## config.mk

```make
export PLATFORM = sky130hd
export DESIGN_NAME = bmpf_ctrl
export DESIGN_NICKNAME = d
export VERILOG_FILES = /design/src/rtl/bmpf_pkg.sv /design/src/rtl/bmpf_ctrl.sv
export SDC_FILE = /design/constraint.sdc
export NUM_CORES = 1
export LEC_CHECK = 0
export ABC_AREA = 1
export ABC_CLOCK_PERIOD_IN_PS = 1200
export BUFFER_PORTS_ARGS = -buffer_cell sky130_fd_sc_hd__buf_2
export CORE_AREA = 2 2 39 41
export DETAILED_ROUTE_END_ITERATION = 10
export DIE_AREA = 0 0 41 43
export GPL_ROUTABILITY_DRIVEN = 0
export PLACE_DENSITY = 0.66
export SLEW_MARGIN = 30
export SYNTH_ARGS = -nofsm -noshare
export SYNTH_HDL_FRONTEND = slang
export SYNTH_SLANG_ARGS = --single-unit
```

## constraint.sdc

```tcl
create_clock -name aclk -period 1.2 [get_ports aclk]
set_clock_uncertainty 0.1 [all_clocks]
set_input_delay 0.06 -clock aclk [delete_from_list [all_inputs] [get_ports aclk]]
set_output_delay 0.06 -clock aclk [all_outputs]
set_load 0.02 [all_outputs]
```

## src/rtl/bmpf_pkg.sv

```systemverilog
`timescale 1ns / 1ps
// Shared types and constants of the border-mode pixel fetch unit.
package bmpf_pkg;

    // Fixed field widths
    localparam int COORD_W = 10;   // signed coordinate width
    localparam int DIM_W   = 9;    // image dimension register width
    localparam int CHAN_W  = 8;    // one color channel
    localparam int PIX_W   = 3 * CHAN_W;
    localparam int RULE_W  = 2;

    // Configuration register indexes
    localparam logic [1:0] CFG_IDX_WIDTH  = 2'd0;
    localparam logic [1:0] CFG_IDX_HEIGHT = 2'd1;
    localparam logic [1:0] CFG_IDX_RULE   = 2'd2;

    // Operation codes
    localparam logic MODE_READ  = 1'b0;
    localparam logic MODE_WRITE = 1'b1;

    // Read border rules
    typedef enum logic [RULE_W-1:0] {
        RULE_CLAMP  = 2'd0,
        RULE_BLACK  = 2'd1,
        RULE_WRAP   = 2'd2,
        RULE_MIRROR = 2'd3
    } border_rule_t;

    // Controller to datapath commands
    typedef struct packed {
        logic capture;
        logic div_step;
        logic resolve;
        logic addr_calc;
        logic mem_access;
        logic load;
    } bmpf_cmd_t;

    // Datapath to controller status
    typedef struct packed {
        logic wrap_read;
    } bmpf_status_t;

endpackage

```

## src/rtl/bmpf_ctrl.sv

```systemverilog
`timescale 1ns / 1ps
// Controller state machine of the border-mode pixel fetch unit.
module bmpf_ctrl import bmpf_pkg::*; (
    input  logic         aclk,
    input  logic         aresetn,
    input  logic         s_valid,
    output logic         s_ready,
    output logic         m_valid,
    input  logic         m_ready,
    input  bmpf_status_t status,
    output bmpf_cmd_t    cmd
);

    localparam int CNT_W = $clog2(COORD_W);

    typedef enum logic [2:0] {
        ST_IDLE,
        ST_DIV,
        ST_RESOLVE,
        ST_ADDR,
        ST_MEM,
        ST_LOAD
    } state_t;

    state_t           state_reg, state_next;
    logic [CNT_W-1:0] cnt_reg, cnt_next;
    logic             m_valid_reg, m_valid_next;

    always_comb begin
        cmd          = '0;
        s_ready      = 1'b0;
        state_next   = state_reg;
        cnt_next     = cnt_reg;
        m_valid_next = m_valid_reg && !m_ready;
        unique case (state_reg)
            ST_IDLE: begin
                s_ready = 1'b1;
                if (s_valid) begin
                    cmd.capture = 1'b1;
                    cnt_next    = '0;
                    state_next  = ST_DIV;
                end
            end
            ST_DIV: begin
                cmd.div_step = 1'b1;
                cnt_next     = cnt_reg + 1'b1;
                // only wrap reads need the full remainder
                if (!status.wrap_read || cnt_reg == CNT_W'(COORD_W - 1)) begin
                    state_next = ST_RESOLVE;
                end
            end
            ST_RESOLVE: begin
                cmd.resolve = 1'b1;
                state_next  = ST_ADDR;
            end
            ST_ADDR: begin
                cmd.addr_calc = 1'b1;
                state_next    = ST_MEM;
            end
            ST_MEM: begin
                cmd.mem_access = 1'b1;
                state_next     = ST_LOAD;
            end
            ST_LOAD: begin
                if (!m_valid_reg || m_ready) begin
                    cmd.load     = 1'b1;
                    m_valid_next = 1'b1;
                    state_next   = ST_IDLE;
                end
            end
            default: begin
                state_next = ST_IDLE;
            end
        endcase
    end

    always_ff @(posedge aclk) begin
        if (!aresetn) begin
            state_reg   <= ST_IDLE;
            cnt_reg     <= '0;
            m_valid_reg <= 1'b0;
        end else begin
            state_reg   <= state_next;
            cnt_reg     <= cnt_next;
            m_valid_reg <= m_valid_next;
        end
    end

    assign m_valid = m_valid_reg;

endmodule

```

; ---- Word-level counts from Yosys, hierarchy flattened
; Cells that the tools add are included.
[totals]
elab_cells = 40
regBits = 8
out_inout_bits = 8
input_bits = 5
[op_classes]
n_eq_ne = 9
n_reduce_logical = 10
muxes = 17
addsub = 1
[ops]
columns = operator, n
row1 = $pmux W3 S6, 1
row2 = $mux W1, 11
row3 = $mux W3, 3
row4 = $pmux W4 S2, 1
row5 = $eq A3 B2 Y1 const B, 2
row6 = $eq A3 B3 Y1 const B, 2
row7 = $ne A2 B2 Y1 const B, 3
row8 = $add A4 B1 Y4 const B, 1
row9 = $eq A4 B4 Y1 const B, 1
row10 = $mux W4, 1
row11 = $eq A3 B1 Y1 const B, 1
row12 = $logic_not A1 Y1, 3
row13 = $logic_not A3 Y1, 1
row14 = $reduce_and A3 Y1, 1
row15 = $logic_or A1 B1 Y1, 2
row16 = $reduce_and A2 Y1, 1
row17 = $reduce_bool A2 Y1, 1
row18 = $logic_and A1 B1 Y1, 1

; ---- Longest topological paths before layout
[logic_depth]
depth_word = 4
ltp_mapped = 8
depth_no_buf = 7

; ---- Worst setup path before layout
; OpenSTA, ideal clock, no wires.
[synth_path]
path_kind = flip-flop to flip-flop
from = register state_reg[0]
to = register state_reg[1]
n_path_buf = 1
arrival_ps = 989
path_stages_with_launch = 7
synth_period_minus_slack_ps = 1205
setup_slack_ps = -5
setup_ps = 116
t_required_ps = 984
path_cell_list = dfxtp_1 -> buf_6 -> nand2_2 -> nor2_2 -> nand3_2 -> nand3_1 -> nor2_1
[synth_via]
elab_chain_cells = 3
word_cells_on_any_way = 11
classes_between = eq/ne: 8 / mux: 1 / reduce/logical: 2
[synth_rtl]
columns = item, line_no
row1 = from (decl), bmpf_ctrl.sv:25  ; state_t state_reg, state_next;
row2 = from (signal assigned), bmpf_ctrl.sv:83  ; state_reg <= state_next;
row3 = $eq A3 B3 Y1 (tied with other cells), bmpf_ctrl.sv:35  ; unique case (state_reg)
row4 = $ne A2 B2 Y1 (no line), n/a
row5 = $reduce_and A3 Y1 (no line), n/a
; Several ways; a longest one is shown, not always the timed one.
; A chain may end at the register's enable or synchronous reset.

==> results.md <==
* Vias in the first global route at slightly below 500
* Syn Area/Cell at 6.67 um2
* Fraction of layout cells with a size suffix above 1 at 0.447
* Failing checks: setup timing
* Worst r2r src: state_reg[0]
* Slew @ Worst Pin at 0.206 ns
* Row cnt at 14
* Crit path launch: state_reg[0]
* CP Data Arrival Time at 1.11 ns
* Min-Delay Path Class: in2reg
* Max-Cap Viols at 0
* Minimum clock period at around 1.3 ns
* N_diodes at 0
* Via count at 537
* Die Ht at roughly 43 um
* Wirelength per Cell at 11.0 um
* CP Data Required Time at approximately 1.0 ns
* P&R area growth vs syn at 47.7%
* CTS Buffer Depth at 2
* Setup crit end kind: primary output
* Hold Crit Start: status
* Final #Nets at 103
* Fin. Hold Viols at 0
* Worst-path clk slew at 0.06 ns
* Unrepaired setup endpoints after global routing: true
* Most frequent cells in the layout: nand2_1 (11), nor2_1 (10), inv_1 (8), buf_4 (8)
* Largest net degree at the start of global routing at 8
* Dpl ws at -0.0546 ns
* IO Pins at 13
* CTS tree: built
* Worst hold-check slack at 0.0240 ns
* DR DRC count at 0
* H-tree levels at 1
* Post-synthesis sequential area ratio at 0.333
* Root Buffer: clkbuf_4
* Final worst setup slack at -0.0742 ns
* Synth warn at 0
* All-Layer GR Usage at 0.148
* Max Fclk at 785 MHz
* Inserted Clock Buffers at 3
* # fillers at roughly 140
* Most common cell after layout, fill and taps aside: nand2_1
* Crit path max fanout at 5
* Worst-Skew Late Latency at roughly 0.25 ns
* Initial core utilization at 0.347
* Peak supply drop at 0.586 mV
* Vias/cell at about 5
* Syn Nets at 79
* Core Box Area at between 0.001 and 0.0015 mm2
* Tcrit/Tclk final at 1.06
* Pleak at 0.334 nW
* Number of routed nets with antenna violations at 0
* Final Core Density at 0.513
* Initial antenna violation count at 0
* Final wirelength at roughly 1.2 mm
* 1st-iter DRT viols at 10
* Slew Viols, Final at 0
* Global-route wire length before repair at ~1.8 mm
* Relative slew slack at 0.861
* Post-Synthesis Cells at roughly 70
* Yosys reg bits at 8
* Drt pass-1 iters at 4
* Total gr overflow at 0
* Die width at 41 um
* DP HPWL at 786 um
* Clock sinks at 8
* P per Cell Area at 1160 mW/mm2
* Critical Path Source Type: register
* DIE AREA at 0.00176 mm2
* Kind of critical path: reg2out
* Yosys cell types at 17
* Post-Synthesis Cell Area at ~480 um2
* Max reg flops at 4
* # port buffers at 12
* Final setup viols at 5
* Status: complete, but fails checks
-- worst paths after layout --
kind                                endpoint  slack [ns]  depth (start not counted)
worst max-delay path                  cmd[5]       -0.07                          6
worst min-delay path            state_reg[1]        0.02                          4
worst max register to register  state_reg[0]       -0.02                          8
worst min register to register    cnt_reg[2]        0.40                          2
-- cells in the mapped netlist, drive strengths merged --
| master | count | area share |
|---|---|---|
| buf | 1 | 0.023 |
| dfxtp | 8 | 0.33 |
| nand2 | 14 | 0.11 |
| o21ai | 3 | 0.031 |
| nor3 | 2 | 0.021 |
| or2 | 1 | 0.013 |
| a21oi | 6 | 0.070 |
| nor2 | 14 | 0.14 |
| nand3 | 8 | 0.10 |
| ha | 2 | 0.052 |
| inv | 13 | 0.10 |
-- power by group --
part / switching, W / total, W / internal [W]
clock network: 0.0000916 / 0.000206 / 0.000114
registers: 0.0000301 / 0.000315 / 0.000285
logic: 0.000161 / 0.000302 / 0.000141
total: 0.000282 / 0.000823 / 0.000541
-- per-stage QoR --
| step | instances | cell area, um2 | setup TNS (ns) | total power (W) |
|---|---|---|---|---|
| after detailed placement | 102 | 572 | -0.110 | 0.000524 |
| after CTS | 108 | 676 | -0.108 | 0.000806 |
| after global placement | 102 | 572 | -0.0134 | 0.000522 |
| final | 110 | 709 | -0.138 | 0.000823 |
| after floorplan | 72 | 480 | -0.00498 | 0.000465 |
| after global routing | 110 | 709 | -0.824 | 0.000881 |
-- final cells by class --
class / count / area, um2 / area share
clock buffers: 3 / 22.5 / 0.0317
inverters: 13 / 51.3 / 0.0723
multi-input cells: 50 / 288 / 0.406
flip-flops and latches: 8 / 171 / 0.242
well taps: 16 / 20.0 / 0.0282
repair buffers: 20 / 156 / 0.220
-- critical path, stage by stage, from the launching register on --
cell	delay, ns
dfxtp_4	0.37
nor2_4	0.13
nand2_2	0.07
inv_2	0.06
nand2_2	0.05
inv_2	0.06
buf_6	0.11
-- cell families after synthesis --
family | count (synthesis) | share of synthesized area
flip-flops | 8 | 0.333
AO/OA/AOI/OAI | 9 | 0.102
adder cells (fa/ha/maj) | 2 | 0.0521
AND/OR/NAND/NOR | 39 | 0.388
buffers and inverters | 14 | 0.125
-- per-layer routing --
layer  share of wire  track usage  up-vias
met4           0.024        0.107        0
met3           0.038       0.0157        4
met1            0.40        0.160      244
met2            0.54        0.247       15
li1                -            -      274
met5               0            0        -
-- repair_timing --
action / 4_1_cts / 5_1_grt
setup endpoints to repair: 10 / 9
setup buffers: 3 / 2
endpoints found under the hold margin: 2 / 0
resized for setup: 22 / 6
hold buffers: 1 / 0
pin swaps: 3 / 3
cloned: 0 / 0
Note: power is estimated with default switching activity, not from simulation.
